$ cat config.mk
export PLATFORM = sky130hd
export DESIGN_NAME = linked_list_pool_manager_top
export DESIGN_NICKNAME = d
export VERILOG_FILES = /design/src/rtl/core/llpm_pkg.sv /design/src/rtl/core/llpm_ram.sv /design/src/rtl/core/llpm_ctrl.sv /design/src/rtl/core/llpm_dp.sv /design/src/rtl/core/linked_list_pool_manager_top.sv
export SDC_FILE = /design/constraint.sdc
export NUM_CORES = 2
export LEC_CHECK = 0
export CORE_ASPECT_RATIO = 0.5
export CORE_UTILIZATION = 35
export DETAILED_ROUTE_END_ITERATION = 16
export DONT_BUFFER_PORTS = 1
export SLEW_MARGIN = 20
export SYNTH_ARGS = -nofsm -noshare
export SYNTH_HDL_FRONTEND = slang
export SYNTH_SLANG_ARGS = --single-unit
$ cat constraint.sdc
create_clock -name clk -period 10.82 [get_ports clk]
set_clock_uncertainty 0.05 [all_clocks]
set_input_delay 1.082 -clock clk [delete_from_list [all_inputs] [get_ports clk]]
set_output_delay 1.082 -clock clk [all_outputs]
set_load 0.01 [all_outputs]
$ cat src/rtl/core/llpm_pkg.sv
`timescale 1ns / 1ps
package llpm_pkg;

  localparam int NUM_LISTS = 8;
  localparam int NUM_NODES = 32;
  localparam int ITEM_BITS = 32;

  localparam int IDX_W = $clog2(NUM_NODES);
  localparam int PTR_W = IDX_W + 1;
  localparam int LID_W = $clog2(NUM_LISTS);
  localparam int FHC_W = $clog2(NUM_LISTS + 1);
  localparam int CNT_W = $clog2(NUM_NODES + 1);
  localparam int LEN_W = 6;

  typedef logic [PTR_W-1:0] ptr_t;
  typedef logic [LID_W-1:0] lid_t;
  typedef logic [LEN_W-1:0] len_t;

  localparam ptr_t NIL = '1;

  typedef enum logic [3:0] {
    CMD_CREATE    = 4'd0,
    CMD_COUNT     = 4'd1,
    CMD_FIRST     = 4'd2,
    CMD_LAST      = 4'd3,
    CMD_NEXT      = 4'd4,
    CMD_PREV      = 4'd5,
    CMD_CURRENT   = 4'd6,
    CMD_INSAFTER  = 4'd7,
    CMD_INSBEFORE = 4'd8,
    CMD_APPEND    = 4'd9,
    CMD_PREPEND   = 4'd10,
    CMD_REMOVE    = 4'd11,
    CMD_TRIM      = 4'd12,
    CMD_CONCAT    = 4'd13,
    CMD_FREE      = 4'd14,
    CMD_SEARCH    = 4'd15
  } cmd_t;

  typedef enum logic [2:0] {
    ST_OK        = 3'd0,
    ST_NO_HEAD   = 3'd1,
    ST_NO_NODE   = 3'd2,
    ST_NO_CUR    = 3'd3,
    ST_NOT_FOUND = 3'd4
  } status_t;

  typedef enum logic [1:0] {
    PL_BEFORE = 2'd0,
    PL_ITEM   = 2'd1,
    PL_BEYOND = 2'd2
  } place_t;

  // Commands from the controller to the datapath
  typedef struct packed {
    logic acc;
    logic ld;
    logic ld2;
    logic exe;
    logic walk;
    logic srd;
    logic scmp;
    logic emit_go;
  } ctl_t;

  // Status from the datapath to the controller
  typedef struct packed {
    logic is_concat;
    logic is_free;
    logic is_search;
    logic srch_end;
    logic hit;
    logic more;
    logic slot_free;
  } sts_t;

  function automatic logic ptr_ok(input ptr_t p);
    return p < ptr_t'(NUM_NODES);
  endfunction

endpackage

$ cat src/rtl/core/llpm_ram.sv
`timescale 1ns / 1ps
module llpm_ram #(
  parameter int WIDTH = 32,
  parameter int DEPTH = 32
) (
  input  logic                     clk,
  input  logic                     we,
  input  logic [$clog2(DEPTH)-1:0] waddr,
  input  logic [WIDTH-1:0]         wdata,
  input  logic                     re,
  input  logic [$clog2(DEPTH)-1:0] raddr,
  output logic [WIDTH-1:0]         rdata
);

  logic [WIDTH-1:0] mem_r [DEPTH];
  logic [WIDTH-1:0] rdata_r;

  // Write port and registered read port
  always_ff @(posedge clk) begin
    if (we) begin
      mem_r[waddr] <= wdata;
    end
    if (re) begin
      rdata_r <= mem_r[raddr];
    end
  end

  assign rdata = rdata_r;

endmodule

$ cat src/rtl/core/llpm_ctrl.sv
`timescale 1ns / 1ps
module llpm_ctrl (
  input  logic           clk,
  input  logic           rst_n,
  input  logic           in_valid,
  output logic           in_stall,
  input  llpm_pkg::sts_t sts,
  output llpm_pkg::ctl_t ctl
);

  typedef enum logic [7:0] {
    S_IDLE  = 8'b0000_0001,
    S_LOAD  = 8'b0000_0010,
    S_LOAD2 = 8'b0000_0100,
    S_EXEC  = 8'b0000_1000,
    S_WALK  = 8'b0001_0000,
    S_SRD   = 8'b0010_0000,
    S_SCMP  = 8'b0100_0000,
    S_EMIT  = 8'b1000_0000
  } state_t;

  state_t state_r, state_nxt;

  // Sequence one request through load, execute, walk or search, and emit
  always_comb begin
    state_nxt = state_r;
    case (state_r)
      S_IDLE:  if (in_valid) state_nxt = S_LOAD;
      S_LOAD:  state_nxt = sts.is_concat ? S_LOAD2 : S_EXEC;
      S_LOAD2: state_nxt = S_EXEC;
      S_EXEC: begin
        if (sts.is_free) state_nxt = S_WALK;
        else if (sts.is_search) state_nxt = S_SRD;
        else state_nxt = S_EMIT;
      end
      S_WALK:  state_nxt = S_EMIT;
      S_SRD:   state_nxt = sts.srch_end ? S_EMIT : S_SCMP;
      S_SCMP:  state_nxt = sts.hit ? S_EMIT : S_SRD;
      S_EMIT: begin
        if (sts.slot_free) state_nxt = sts.more ? S_WALK : S_IDLE;
      end
      default: state_nxt = S_IDLE;
    endcase
  end

  always_ff @(posedge clk) begin
    if (!rst_n) begin
      state_r <= S_IDLE;
    end else begin
      state_r <= state_nxt;
    end
  end

  assign in_stall    = (state_r != S_IDLE);
  assign ctl.acc     = (state_r == S_IDLE) && in_valid;
  assign ctl.ld      = (state_r == S_LOAD);
  assign ctl.ld2     = (state_r == S_LOAD2);
  assign ctl.exe     = (state_r == S_EXEC);
  assign ctl.walk    = (state_r == S_WALK);
  assign ctl.srd     = (state_r == S_SRD);
  assign ctl.scmp    = (state_r == S_SCMP);
  assign ctl.emit_go = (state_r == S_EMIT) && sts.slot_free;

endmodule

$ cat src/rtl/core/llpm_dp.sv
`timescale 1ns / 1ps
module llpm_dp (
  input  logic           clk,
  input  logic           rst_n,
  input  llpm_pkg::ctl_t ctl,
  output llpm_pkg::sts_t sts,
  input  logic [3:0]     in_cmd,
  input  logic [2:0]     in_list_id,
  input  logic [2:0]     in_other_list,
  input  logic [31:0]    in_item_value,
  input  logic [31:0]    in_search_key,
  output logic           out_valid,
  input  logic           out_stall,
  output logic [2:0]     out_status,
  output logic [31:0]    out_result_value,
  output logic           out_value_valid,
  output logic [2:0]     out_new_list,
  output logic [5:0]     out_length,
  output logic           out_last
);

  localparam int NN = llpm_pkg::NUM_NODES;
  localparam int NL = llpm_pkg::NUM_LISTS;
  localparam int IW = llpm_pkg::IDX_W;
  localparam int LW = llpm_pkg::LID_W;
  localparam int IB = llpm_pkg::ITEM_BITS;

  // Request registers
  llpm_pkg::cmd_t cmd_r;
  llpm_pkg::lid_t l_r, l2_r;
  logic [IB-1:0]  item_r, key_r;

  // Working copy of the addressed lists
  llpm_pkg::ptr_t   w_hd_r, w_tl_r, w_cur_r, w_hd2_r, w_tl2_r;
  llpm_pkg::len_t   w_len_r, w_len2_r;
  llpm_pkg::place_t w_plc_r;

  // Walk pointer, step count, next free node after the top
  llpm_pkg::ptr_t                n_r, n_nxt, ftn_r;
  logic [llpm_pkg::CNT_W-1:0]    cnt_r, cnt_nxt;

  // Pending result
  llpm_pkg::status_t e_st_r, e_st_nxt;
  llpm_pkg::lid_t    e_nl_r, e_nl_nxt;
  llpm_pkg::len_t    e_len_r, e_len_nxt;
  logic              e_vv_r, e_vv_nxt, e_last_r, e_last_nxt, e_ld;

  // Node links, list table, free pools
  llpm_pkg::ptr_t   nxt_a_r [NN];
  llpm_pkg::ptr_t   prv_a_r [NN];
  llpm_pkg::ptr_t   hd_a_r  [NL];
  llpm_pkg::ptr_t   tl_a_r  [NL];
  llpm_pkg::ptr_t   cur_a_r [NL];
  llpm_pkg::len_t   len_a_r [NL];
  llpm_pkg::place_t plc_a_r [NL];
  llpm_pkg::lid_t   fhs_r   [NL];
  logic [llpm_pkg::FHC_W-1:0] fhc_r, fh_dec;
  llpm_pkg::ptr_t             ft_r, ft_nxt;
  logic [llpm_pkg::CNT_W-1:0] fc_r, fc_nxt;

  // Output register
  logic              out_valid_r;
  llpm_pkg::status_t o_st_r;
  logic [31:0]       o_val_r;
  logic              o_vv_r, o_last_r;
  llpm_pkg::lid_t    o_nl_r;
  llpm_pkg::len_t    o_len_r;

  // Combinational controls
  llpm_pkg::ptr_t   ra, nx_rd, pv_rd, x_n, x_p, x_q;
  logic             on_item, walk_ok, hit;
  llpm_pkg::len_t   len_dec;
  logic             nw0_en, nw1_en, pw0_en, pw1_en;
  llpm_pkg::ptr_t   nw0_a, nw0_d, nw1_a, nw1_d, pw0_a, pw0_d, pw1_a, pw1_d;
  logic             lw_en, lc_en, push_en, pop_en;
  llpm_pkg::lid_t   lc_a, push_id;
  llpm_pkg::ptr_t   lw_hd, lw_tl, lw_cur;
  llpm_pkg::len_t   lw_len;
  llpm_pkg::place_t lw_plc;
  logic             dw_en, dr_en;
  llpm_pkg::ptr_t   dr_a;
  logic [IB-1:0]    rdata;

  assign fh_dec  = fhc_r - 1'b1;
  assign on_item = (w_plc_r == llpm_pkg::PL_ITEM) && llpm_pkg::ptr_ok(w_cur_r);
  assign len_dec = (w_len_r != '0) ? w_len_r - 1'b1 : w_len_r;
  assign walk_ok = llpm_pkg::ptr_ok(n_r) && (cnt_r < llpm_pkg::CNT_W'(NN));
  assign hit     = (rdata == key_r);

  // Single link read address per cycle
  always_comb begin
    if (ctl.ld) ra = ft_r;
    else if (ctl.exe) ra = (cmd_r == llpm_pkg::CMD_TRIM) ? w_tl_r : w_cur_r;
    else ra = n_r;
  end
  assign nx_rd = nxt_a_r[ra[IW-1:0]];
  assign pv_rd = prv_a_r[ra[IW-1:0]];

  // Execute the command, walk free and search chains
  always_comb begin
    nw0_en = 1'b0; nw0_a = '0; nw0_d = '0;
    nw1_en = 1'b0; nw1_a = '0; nw1_d = '0;
    pw0_en = 1'b0; pw0_a = '0; pw0_d = '0;
    pw1_en = 1'b0; pw1_a = '0; pw1_d = '0;
    lw_en = 1'b0; lw_hd = w_hd_r; lw_tl = w_tl_r; lw_cur = w_cur_r;
    lw_len = w_len_r; lw_plc = w_plc_r;
    lc_en = 1'b0; lc_a = '0;
    push_en = 1'b0; push_id = '0; pop_en = 1'b0;
    ft_nxt = ft_r; fc_nxt = fc_r;
    dw_en = 1'b0; dr_en = 1'b0; dr_a = '0;
    x_n = llpm_pkg::NIL; x_p = llpm_pkg::NIL; x_q = llpm_pkg::NIL;
    n_nxt = n_r; cnt_nxt = cnt_r;
    e_ld = 1'b0; e_st_nxt = llpm_pkg::ST_OK; e_vv_nxt = 1'b0; e_nl_nxt = '0;
    e_len_nxt = '0; e_last_nxt = 1'b1;

    if (ctl.exe) begin
      e_ld = (cmd_r != llpm_pkg::CMD_FREE) && (cmd_r != llpm_pkg::CMD_SEARCH);
      case (cmd_r)
        llpm_pkg::CMD_CREATE: begin
          if (fhc_r == '0) begin
            e_st_nxt = llpm_pkg::ST_NO_HEAD;
          end else begin
            pop_en   = 1'b1;
            lc_en    = 1'b1;
            lc_a     = fhs_r[fh_dec[LW-1:0]];
            e_nl_nxt = fhs_r[fh_dec[LW-1:0]];
          end
        end
        llpm_pkg::CMD_FIRST, llpm_pkg::CMD_LAST: begin
          x_n   = (cmd_r == llpm_pkg::CMD_FIRST) ? w_hd_r : w_tl_r;
          lw_en = 1'b1;
          if (!llpm_pkg::ptr_ok(x_n)) begin
            lw_cur = llpm_pkg::NIL; lw_plc = llpm_pkg::PL_BEFORE;
            e_st_nxt = llpm_pkg::ST_NO_CUR;
          end else begin
            lw_cur = x_n; lw_plc = llpm_pkg::PL_ITEM;
            e_vv_nxt = 1'b1; dr_en = 1'b1; dr_a = x_n;
          end
        end
        llpm_pkg::CMD_NEXT, llpm_pkg::CMD_PREV: begin
          if (on_item) begin
            x_n = (cmd_r == llpm_pkg::CMD_NEXT) ? nx_rd : pv_rd;
          end else if (cmd_r == llpm_pkg::CMD_NEXT && w_plc_r == llpm_pkg::PL_BEFORE) begin
            x_n = w_hd_r;
          end else if (cmd_r == llpm_pkg::CMD_PREV && w_plc_r != llpm_pkg::PL_BEFORE) begin
            x_n = w_tl_r;
          end
          lw_en = 1'b1;
          if (!llpm_pkg::ptr_ok(x_n)) begin
            lw_cur = llpm_pkg::NIL;
            lw_plc = (cmd_r == llpm_pkg::CMD_NEXT) ? llpm_pkg::PL_BEYOND
                                                    : llpm_pkg::PL_BEFORE;
            e_st_nxt = llpm_pkg::ST_NO_CUR;
          end else begin
            lw_cur = x_n; lw_plc = llpm_pkg::PL_ITEM;
            e_vv_nxt = 1'b1; dr_en = 1'b1; dr_a = x_n;
          end
        end
        llpm_pkg::CMD_CURRENT: begin
          if (!on_item) begin
            e_st_nxt = llpm_pkg::ST_NO_CUR;
          end else begin
            e_vv_nxt = 1'b1; dr_en = 1'b1; dr_a = w_cur_r;
          end
        end
        llpm_pkg::CMD_INSAFTER, llpm_pkg::CMD_INSBEFORE,
        llpm_pkg::CMD_APPEND, llpm_pkg::CMD_PREPEND: begin
          if (fc_r == '0 || !llpm_pkg::ptr_ok(ft_r)) begin
            e_st_nxt = llpm_pkg::ST_NO_NODE;
          end else begin
            x_n = ft_r;
            // Pick the neighbors of the new node
            if (cmd_r == llpm_pkg::CMD_APPEND ||
                (cmd_r != llpm_pkg::CMD_PREPEND && !on_item &&
                 w_plc_r != llpm_pkg::PL_BEFORE)) begin
              x_p = w_tl_r; x_q = llpm_pkg::NIL;
            end else if (cmd_r == llpm_pkg::CMD_PREPEND || !on_item) begin
              x_p = llpm_pkg::NIL; x_q = w_hd_r;
            end else if (cmd_r == llpm_pkg::CMD_INSAFTER) begin
              x_p = w_cur_r; x_q = nx_rd;
            end else begin
              x_q = w_cur_r; x_p = pv_rd;
            end
            dw_en  = 1'b1;
            nw0_en = 1'b1; nw0_a = x_n; nw0_d = x_q;
            pw0_en = 1'b1; pw0_a = x_n; pw0_d = x_p;
            if (llpm_pkg::ptr_ok(x_p)) begin
              nw1_en = 1'b1; nw1_a = x_p; nw1_d = x_n;
            end else begin
              lw_hd = x_n;
            end
            if (llpm_pkg::ptr_ok(x_q)) begin
              pw1_en = 1'b1; pw1_a = x_q; pw1_d = x_n;
            end else begin
              lw_tl = x_n;
            end
            lw_en = 1'b1; lw_cur = x_n; lw_plc = llpm_pkg::PL_ITEM;
            lw_len = w_len_r + 1'b1;
            ft_nxt = ftn_r; fc_nxt = fc_r - 1'b1;
          end
        end
        llpm_pkg::CMD_REMOVE, llpm_pkg::CMD_TRIM: begin
          x_n = (cmd_r == llpm_pkg::CMD_REMOVE) ? w_cur_r : w_tl_r;
          if ((cmd_r == llpm_pkg::CMD_REMOVE && !on_item) ||
              (cmd_r == llpm_pkg::CMD_TRIM && !llpm_pkg::ptr_ok(x_n))) begin
            e_st_nxt = llpm_pkg::ST_NO_CUR;
          end else begin
            x_p = pv_rd; x_q = nx_rd;
            // Unlink the node
            if (llpm_pkg::ptr_ok(x_p)) begin
              nw0_en = 1'b1; nw0_a = x_p; nw0_d = x_q;
            end else begin
              lw_hd = x_q;
            end
            if (llpm_pkg::ptr_ok(x_q)) begin
              pw0_en = 1'b1; pw0_a = x_q; pw0_d = x_p;
            end else begin
              lw_tl = x_p;
            end
            lw_en = 1'b1; lw_len = len_dec;
            if (cmd_r == llpm_pkg::CMD_REMOVE) begin
              lw_cur = llpm_pkg::ptr_ok(x_q) ? x_q : llpm_pkg::NIL;
              lw_plc = llpm_pkg::ptr_ok(x_q) ? llpm_pkg::PL_ITEM : llpm_pkg::PL_BEYOND;
            end else begin
              lw_cur = llpm_pkg::ptr_ok(lw_tl) ? lw_tl : llpm_pkg::NIL;
              lw_plc = llpm_pkg::ptr_ok(lw_tl) ? llpm_pkg::PL_ITEM : llpm_pkg::PL_BEFORE;
            end
            // Return the node to the pool
            nw1_en = 1'b1; nw1_a = x_n; nw1_d = ft_r;
            pw1_en = 1'b1; pw1_a = x_n; pw1_d = llpm_pkg::NIL;
            ft_nxt = x_n; fc_nxt = fc_r + 1'b1;
            e_vv_nxt = 1'b1; dr_en = 1'b1; dr_a = x_n;
          end
        end
        llpm_pkg::CMD_CONCAT: begin
          if (l_r != l2_r) begin
            if (llpm_pkg::ptr_ok(w_hd2_r)) begin
              lw_en = 1'b1; lw_tl = w_tl2_r;
              if (!llpm_pkg::ptr_ok(w_tl_r)) begin
                lw_hd = w_hd2_r; lw_len = w_len2_r;
              end else begin
                nw0_en = 1'b1; nw0_a = w_tl_r; nw0_d = w_hd2_r;
                pw0_en = 1'b1; pw0_a = w_hd2_r; pw0_d = w_tl_r;
                lw_len = w_len_r + w_len2_r;
              end
            end
            lc_en = 1'b1; lc_a = l2_r;
            push_en = (fhc_r < llpm_pkg::FHC_W'(NL)); push_id = l2_r;
          end
        end
        llpm_pkg::CMD_FREE: begin
          lw_en = 1'b1; lw_hd = llpm_pkg::NIL; lw_tl = llpm_pkg::NIL;
          lw_cur = llpm_pkg::NIL; lw_len = '0; lw_plc = llpm_pkg::PL_BEFORE;
          push_en = (fhc_r < llpm_pkg::FHC_W'(NL)); push_id = l_r;
          n_nxt = w_hd_r; cnt_nxt = '0;
        end
        llpm_pkg::CMD_SEARCH: begin
          if (on_item) n_nxt = w_cur_r;
          else if (w_plc_r == llpm_pkg::PL_BEFORE) n_nxt = w_hd_r;
          else n_nxt = w_tl_r;
          cnt_nxt = '0;
        end
        default: begin
        end
      endcase
      e_len_nxt = (cmd_r == llpm_pkg::CMD_CREATE) ? '0 : lw_len;
    end

    // Free: release one node and report it
    if (ctl.walk) begin
      e_ld = 1'b1;
      if (walk_ok) begin
        x_q    = nx_rd;
        nw0_en = 1'b1; nw0_a = n_r; nw0_d = ft_r;
        pw0_en = 1'b1; pw0_a = n_r; pw0_d = llpm_pkg::NIL;
        ft_nxt = n_r; fc_nxt = fc_r + 1'b1;
        dr_en  = 1'b1; dr_a = n_r;
        n_nxt  = x_q; cnt_nxt = cnt_r + 1'b1;
        e_vv_nxt   = 1'b1;
        e_last_nxt = !llpm_pkg::ptr_ok(x_q) ||
                     (cnt_r == llpm_pkg::CNT_W'(NN - 1));
      end
    end

    // Search: fetch the next stored item or give up
    if (ctl.srd) begin
      if (walk_ok) begin
        dr_en = 1'b1; dr_a = n_r;
      end else begin
        lw_en = 1'b1; lw_cur = llpm_pkg::NIL; lw_plc = llpm_pkg::PL_BEYOND;
        e_ld = 1'b1; e_st_nxt = llpm_pkg::ST_NOT_FOUND; e_len_nxt = w_len_r;
      end
    end

    // Search: compare and advance
    if (ctl.scmp) begin
      if (hit) begin
        lw_en = 1'b1; lw_cur = n_r; lw_plc = llpm_pkg::PL_ITEM;
        e_ld = 1'b1; e_vv_nxt = 1'b1; e_len_nxt = w_len_r;
      end else begin
        n_nxt = nx_rd; cnt_nxt = cnt_r + 1'b1;
      end
    end
  end

  // Item store
  llpm_ram #(.WIDTH(IB), .DEPTH(NN)) u_data (
    .clk   (clk),
    .we    (dw_en),
    .waddr (ft_r[IW-1:0]),
    .wdata (item_r),
    .re    (dr_en),
    .raddr (dr_a[IW-1:0]),
    .rdata (rdata)
  );

  // Request and working registers
  always_ff @(posedge clk) begin
    if (ctl.acc) begin
      cmd_r  <= llpm_pkg::cmd_t'(in_cmd);
      l_r    <= in_list_id[LW-1:0];
      l2_r   <= in_other_list[LW-1:0];
      item_r <= in_item_value[IB-1:0];
      key_r  <= in_search_key[IB-1:0];
    end
    if (ctl.ld) begin
      w_hd_r  <= hd_a_r[l_r];
      w_tl_r  <= tl_a_r[l_r];
      w_cur_r <= cur_a_r[l_r];
      w_len_r <= len_a_r[l_r];
      w_plc_r <= plc_a_r[l_r];
      ftn_r   <= nx_rd;
    end
    if (ctl.ld2) begin
      w_hd2_r  <= hd_a_r[l2_r];
      w_tl2_r  <= tl_a_r[l2_r];
      w_len2_r <= len_a_r[l2_r];
    end
    n_r   <= n_nxt;
    cnt_r <= cnt_nxt;
    if (e_ld) begin
      e_st_r   <= e_st_nxt;
      e_vv_r   <= e_vv_nxt;
      e_nl_r   <= e_nl_nxt;
      e_len_r  <= e_len_nxt;
      e_last_r <= e_last_nxt;
    end
    if (ctl.emit_go) begin
      o_st_r   <= e_st_r;
      o_val_r  <= e_vv_r ? 32'(rdata) : '0;
      o_vv_r   <= e_vv_r;
      o_nl_r   <= e_nl_r;
      o_len_r  <= e_len_r;
      o_last_r <= e_last_r;
    end
  end

  // Pool state: links, list table, free stacks
  always_ff @(posedge clk) begin
    if (!rst_n) begin
      for (int i = 0; i < NN; i++) begin
        nxt_a_r[i] <= (i == 0) ? llpm_pkg::NIL : llpm_pkg::ptr_t'(i - 1);
        prv_a_r[i] <= (i + 1 < NN) ? llpm_pkg::ptr_t'(i + 1) : llpm_pkg::NIL;
      end
      for (int j = 0; j < NL; j++) begin
        hd_a_r[j]  <= llpm_pkg::NIL;
        tl_a_r[j]  <= llpm_pkg::NIL;
        cur_a_r[j] <= llpm_pkg::NIL;
        len_a_r[j] <= '0;
        plc_a_r[j] <= llpm_pkg::PL_BEFORE;
        fhs_r[j]   <= llpm_pkg::lid_t'(j);
      end
      fhc_r <= llpm_pkg::FHC_W'(NL);
      ft_r  <= llpm_pkg::ptr_t'(NN - 1);
      fc_r  <= llpm_pkg::CNT_W'(NN);
    end else begin
      if (nw0_en) nxt_a_r[nw0_a[IW-1:0]] <= nw0_d;
      if (nw1_en) nxt_a_r[nw1_a[IW-1:0]] <= nw1_d;
      if (pw0_en) prv_a_r[pw0_a[IW-1:0]] <= pw0_d;
      if (pw1_en) prv_a_r[pw1_a[IW-1:0]] <= pw1_d;
      if (lc_en) begin
        hd_a_r[lc_a]  <= llpm_pkg::NIL;
        tl_a_r[lc_a]  <= llpm_pkg::NIL;
        cur_a_r[lc_a] <= llpm_pkg::NIL;
        len_a_r[lc_a] <= '0;
        plc_a_r[lc_a] <= llpm_pkg::PL_BEFORE;
      end
      if (lw_en) begin
        hd_a_r[l_r]  <= lw_hd;
        tl_a_r[l_r]  <= lw_tl;
        cur_a_r[l_r] <= lw_cur;
        len_a_r[l_r] <= lw_len;
        plc_a_r[l_r] <= lw_plc;
      end
      if (pop_en) fhc_r <= fh_dec;
      if (push_en) begin
        fhs_r[fhc_r[LW-1:0]] <= push_id;
        fhc_r <= fhc_r + 1'b1;
      end
      ft_r <= ft_nxt;
      fc_r <= fc_nxt;
    end
  end

  // Output valid: set on emit, drop when taken
  always_ff @(posedge clk) begin
    if (!rst_n) begin
      out_valid_r <= 1'b0;
    end else if (ctl.emit_go) begin
      out_valid_r <= 1'b1;
    end else if (!out_stall) begin
      out_valid_r <= 1'b0;
    end
  end

  assign sts.is_concat = (cmd_r == llpm_pkg::CMD_CONCAT);
  assign sts.is_free   = (cmd_r == llpm_pkg::CMD_FREE);
  assign sts.is_search = (cmd_r == llpm_pkg::CMD_SEARCH);
  assign sts.srch_end  = !walk_ok;
  assign sts.hit       = hit;
  assign sts.more      = (cmd_r == llpm_pkg::CMD_FREE) && !e_last_r;
  assign sts.slot_free = !out_valid_r || !out_stall;

  assign out_valid        = out_valid_r;
  assign out_status       = o_st_r;
  assign out_result_value = o_val_r;
  assign out_value_valid  = o_vv_r;
  assign out_new_list     = 3'(o_nl_r);
  assign out_length       = o_len_r;
  assign out_last         = o_last_r;

endmodule

$ cat src/rtl/core/linked_list_pool_manager_top.sv
`timescale 1ns / 1ps
// A request passes through load (a second load for concat), execute and emit states.
// Search alternates a read and a compare state per node visited; free walks one node per result.
// One request at a time, set by the control sequencer and the
// single read port of the item store; a new request is taken once all results are out.
// Reset (rst_n, synchronous, active low) chains all nodes into the free pool,
// clears every list and restores list ids 0 to 7 to the free stack.
module linked_list_pool_manager_top (
  input  logic        clk,
  input  logic        rst_n,
  input  logic        in_valid,
  output logic        in_stall,
  input  logic [3:0]  in_cmd,
  input  logic [2:0]  in_list_id,
  input  logic [2:0]  in_other_list,
  input  logic [31:0] in_item_value,
  input  logic [31:0] in_search_key,
  output logic        out_valid,
  input  logic        out_stall,
  output logic [2:0]  out_status,
  output logic [31:0] out_result_value,
  output logic        out_value_valid,
  output logic [2:0]  out_new_list,
  output logic [5:0]  out_length,
  output logic        out_last
);

  llpm_pkg::ctl_t ctl;
  llpm_pkg::sts_t sts;

  // Control sequencer
  llpm_ctrl u_ctrl (
    .clk      (clk),
    .rst_n    (rst_n),
    .in_valid (in_valid),
    .in_stall (in_stall),
    .sts      (sts),
    .ctl      (ctl)
  );

  // Pool datapath
  llpm_dp u_dp (
    .clk              (clk),
    .rst_n            (rst_n),
    .ctl              (ctl),
    .sts              (sts),
    .in_cmd           (in_cmd),
    .in_list_id       (in_list_id),
    .in_other_list    (in_other_list),
    .in_item_value    (in_item_value),
    .in_search_key    (in_search_key),
    .out_valid        (out_valid),
    .out_stall        (out_stall),
    .out_status       (out_status),
    .out_result_value (out_result_value),
    .out_value_valid  (out_value_valid),
    .out_new_list     (out_new_list),
    .out_length       (out_length),
    .out_last         (out_last)
  );

endmodule

==> qor.txt <==
Placed Instances - 9782
CTS tree - yes
die height - 355.3 µm
Post-DRT Antenna Nets - 0
die span in x - 708.6 µm
Slew @ Worst Pin - 1.239 ns
Synth cell types - 113
max_cap viols - 0
CTS buffer count - 184
WP data required - 11.36 ns
final-report hold violation count - 0
Worst Path Arrival - 8.97 ns
initial core utilization - 35.27%
share of cells above drive strength 1 - 12.14%
hold wc startpoint - in_cmd[3]
VDD IR max - 147.2 µV
Layout area overhead - 11.03%
critical path class - reg -> reg
post-CTS sizing - 0
sequential-to-total area share from yosys stat - 64.63%
Final HPWL DP - 177300 µm
Setup TNS - 0 ns
vias per std cell - 5.906
number of global-route vias before repair - 55820
critical path cell sequence - and4bb_1 > mux2i_1 > a21oi_2 > buf_4 > nand2_2 > nor2_1 > a2111oi_0 > a22o_1 > or3_1 > o211a_2 > o31ai_1 > nand2_8 > nor2_1 > a22o_1 > o32ai_1 > o22a_1
Max transition margin - 17.21%
CP top delay family - simple AND/OR/NAND/NOR gates
synth top area cells - edfxtp_1 (64%), mux2i_1 (5.6%), nand2_1 (3.6%)
EDFF count, synth - 1856
Final Max Slew Viols - 0
R2R depth - 16
Tmin final - 8.425 ns
design area - 97020 µm²
row count - 129
post-placement cell area - 90840 µm²
Crit. End Element - flop
routability cong. - 0.9861
Hold Path Depth - 0
Fmax - 0.1187 GHz
clk buf depth - 3
core area - 247800 µm²
largest net degree at the start of global routing - 143
Detailed Route Iter0 Violations - 8498
Hold Path End - u_dp.cmd_r[3]
post-DR wirelength/cell - 28.36 µm
Syn Nets - 6876
Top FF cell, synth - edfxtp_1
mapped cell area - 87380 µm²
# DRC - 2
port bufs - 0
CP startpoint kind - flop
Avg Cell Area, Syn - 12.88 µm²
Root Driver - clkbuf_16
failing checks - DRC
grt total ovfl - 0
CTS sink cnt - 1893
Detailed Routing Iterations Pass 1 - 14
status - complete, but fails checks
Final Total Pwr - 15.33 mW
largest stage delay on the critical path - 1.02 ns
Max H-tree Level - 4
initial antenna violation count - 17
DR vias - 59820
Tot GR Track Use - 21.99%
crit path max fanout - 76
Critical Path Stages - 16
Post-Layout Cell Count - 10130
clk slew on worst S/H paths - 0.07 ns
r2r setup slk - 2.40 ns
Routed WL - 287300 µm
Yosys reg bits - 1893
number of buffers and inverters on the critical path - 1
Final period util - 77.86%
Reg-to-Reg Start - u_dp.cmd_r[1]
RSZ-0062 raised after global routing - false
Reg-to-Reg End - u_dp.u_data.rdata[29]
Final #Nets - 6730
synth warn - 0
total I/O pin count - 126
Synth Instances - 6783
Cell Pwr Density - 158.0 nW/µm²
share of the synthesized area in the top cell type - 63.78%
Yosys top cell by area - edfxtp_1
asr flop ratio synth - 0%
Finish-stage setup viols - 0
Critical-path top delay cell - nor2_1
Post-CTS Setup Repair Bufs - 0
worst min-delay path class - in -> reg
hold_buf cts - 0
total die area - 251800 µm²
Clk Latency, worst-skew pair - 0.86 ns
leakage dissipation - 29.64 nW
final hold slack - 0.2747 ns
global-route wire length before repair - 407000 µm
-- worst reg2reg max path: cells and delay by family (launching register included) --
family,cells,cell delay [ns]
AND/OR/NAND/NOR,6,4.16
AO/OA/AOI/OAI,8,2.79
flip-flops,1,0.70
buffers and inverters,1,0.31
multiplexers,1,0.16
-- through the flow --
stage | setup slack [ns] | utilization, %
6_report | 2.395 | 39.16
5_1_grt | 2.196 | 39.16
4_1_cts | 2.547 | 39.08
3_5_place_dp | 2.576 | 36.66
3_3_place_gp | 2.694 | 36.66
2_1_floorplan | 5.995 | -
-- worst max path at each step --
stage / endpoint / startpoint
after floorplan: u_dp.nxt_a_r[25][0] / u_dp.cmd_r[3]
after global placement: u_dp.u_data.rdata[1] / u_dp.cmd_r[1]
after detailed placement: u_dp.u_data.rdata[1] / u_dp.cmd_r[1]
after CTS: u_dp.u_data.rdata[1] / u_dp.cmd_r[1]
after global routing: u_dp.u_data.rdata[20] / u_dp.cmd_r[1]
final: u_dp.u_data.rdata[29] / u_dp.cmd_r[1]
-- cell usage in the layout, fill, tap and decap left out, types with 32 or more instances in the layout --
| master | count |
|---|---|
| edfxtp_1 | 1856 |
| nand2_1 | 833 |
| mux2i_1 | 486 |
| nor2_1 | 439 |
| o21ai_0 | 271 |
| a21oi_1 | 211 |
| nand3_1 | 207 |
| clkbuf_16 | 186 |
| buf_4 | 164 |
| mux2_2 | 157 |
| a31oi_1 | 152 |
| a22oi_1 | 126 |
| and2_1 | 112 |
| a211oi_1 | 101 |
| nor3_1 | 90 |
| nand4_1 | 72 |
| nand2b_1 | 71 |
| and3_1 | 60 |
| o22ai_1 | 54 |
| nand3b_1 | 50 |
| mux4_2 | 44 |
| a2111oi_0 | 43 |
| o31ai_1 | 43 |
| nor2_4 | 41 |
| o211ai_1 | 41 |
| or2_2 | 40 |
| xnor2_1 | 40 |
| clkbuf_1 | 40 |
| dfxtp_1 | 37 |
| clkinv_1 | 33 |
| o21ai_1 | 32 |
-- metal layers --
layer	part of all wire (%)	global-route usage, %
met4	4.2	8.416
met1	41	30.42
met3	10	4.905
met5	0.017	0
met2	44	33.79
-- sequential cells by signal, indices dropped and copies added, names as in the netlist, 48 cells and up --
register and cells:
u_dp.hd_a_r 48, u_dp.prv_a_r 192, u_dp.len_a_r 48, u_dp.u_data.mem_r 1024, u_dp.tl_a_r 48, u_dp.cur_a_r 48
u_dp.nxt_a_r 192
-- synthesized netlist by cell type (21+ instances only) --
master        n
buf_4        44
nand2b_1     72
and2_1      114
a221oi_1     21
xnor2_1      40
a32oi_1      24
buf_2        83
edfxtp_1   1856
a2111oi_0    44
a211oi_1    101
nor3_1       94
nand3b_1     50
a31oi_1     152
a221o_1      31
o22ai_1      54
nand4_1      72
clkbuf_1    326
mux4_2       44
a22oi_1     127
a21boi_0     24
and3_1       61
dfxtp_1      37
nand3_1     207
nor4_1       21
o21ai_1      33
o21ai_0     272
or3_1        28
o31ai_1      43
o221ai_1     28
nand2_1     838
mux2i_1     486
a21oi_1     216
o211ai_1     41
or2_2        40
nor2_1      478
buf_6        31
mux2_2      157
-- cell type report --
class,count,area (µm²)
antenna,4,10.01
clock buffer,238,4970
clock inverter,96,1027
fill,23160,150700
inverter,21,81.33
multi-input combinational,4359,28790
sequential,1893,56470
tap,3340,4179
timing repair buffer,178,1488
-- logic make-up (layout without fill, tap and decap cells) --
logic type	count (synthesis)	after routing	share of synthesized area [%]
simple gates	2174	2174	11.68
fa+ha+maj	15	15	0.2234
compound gates	1435	1435	11.30
mux	689	689	8.753
buf+inv	531	533	2.947
flops	1893	1893	64.63
xor+xnor	46	46	0.4611
other cells	0	4	0
-- power by group --
part / leakage, nW / internal (mW) / total (mW) / switching, mW
clock: 2.92 / 3.60 / 6.50 / 2.90
combinational: 9.99 / 0.160 / 0.605 / 0.445
sequential: 16.7 / 8.12 / 8.22 / 0.101
total: 29.6 / 11.9 / 15.3 / 3.45
Power figures use the tool's default switching activity.
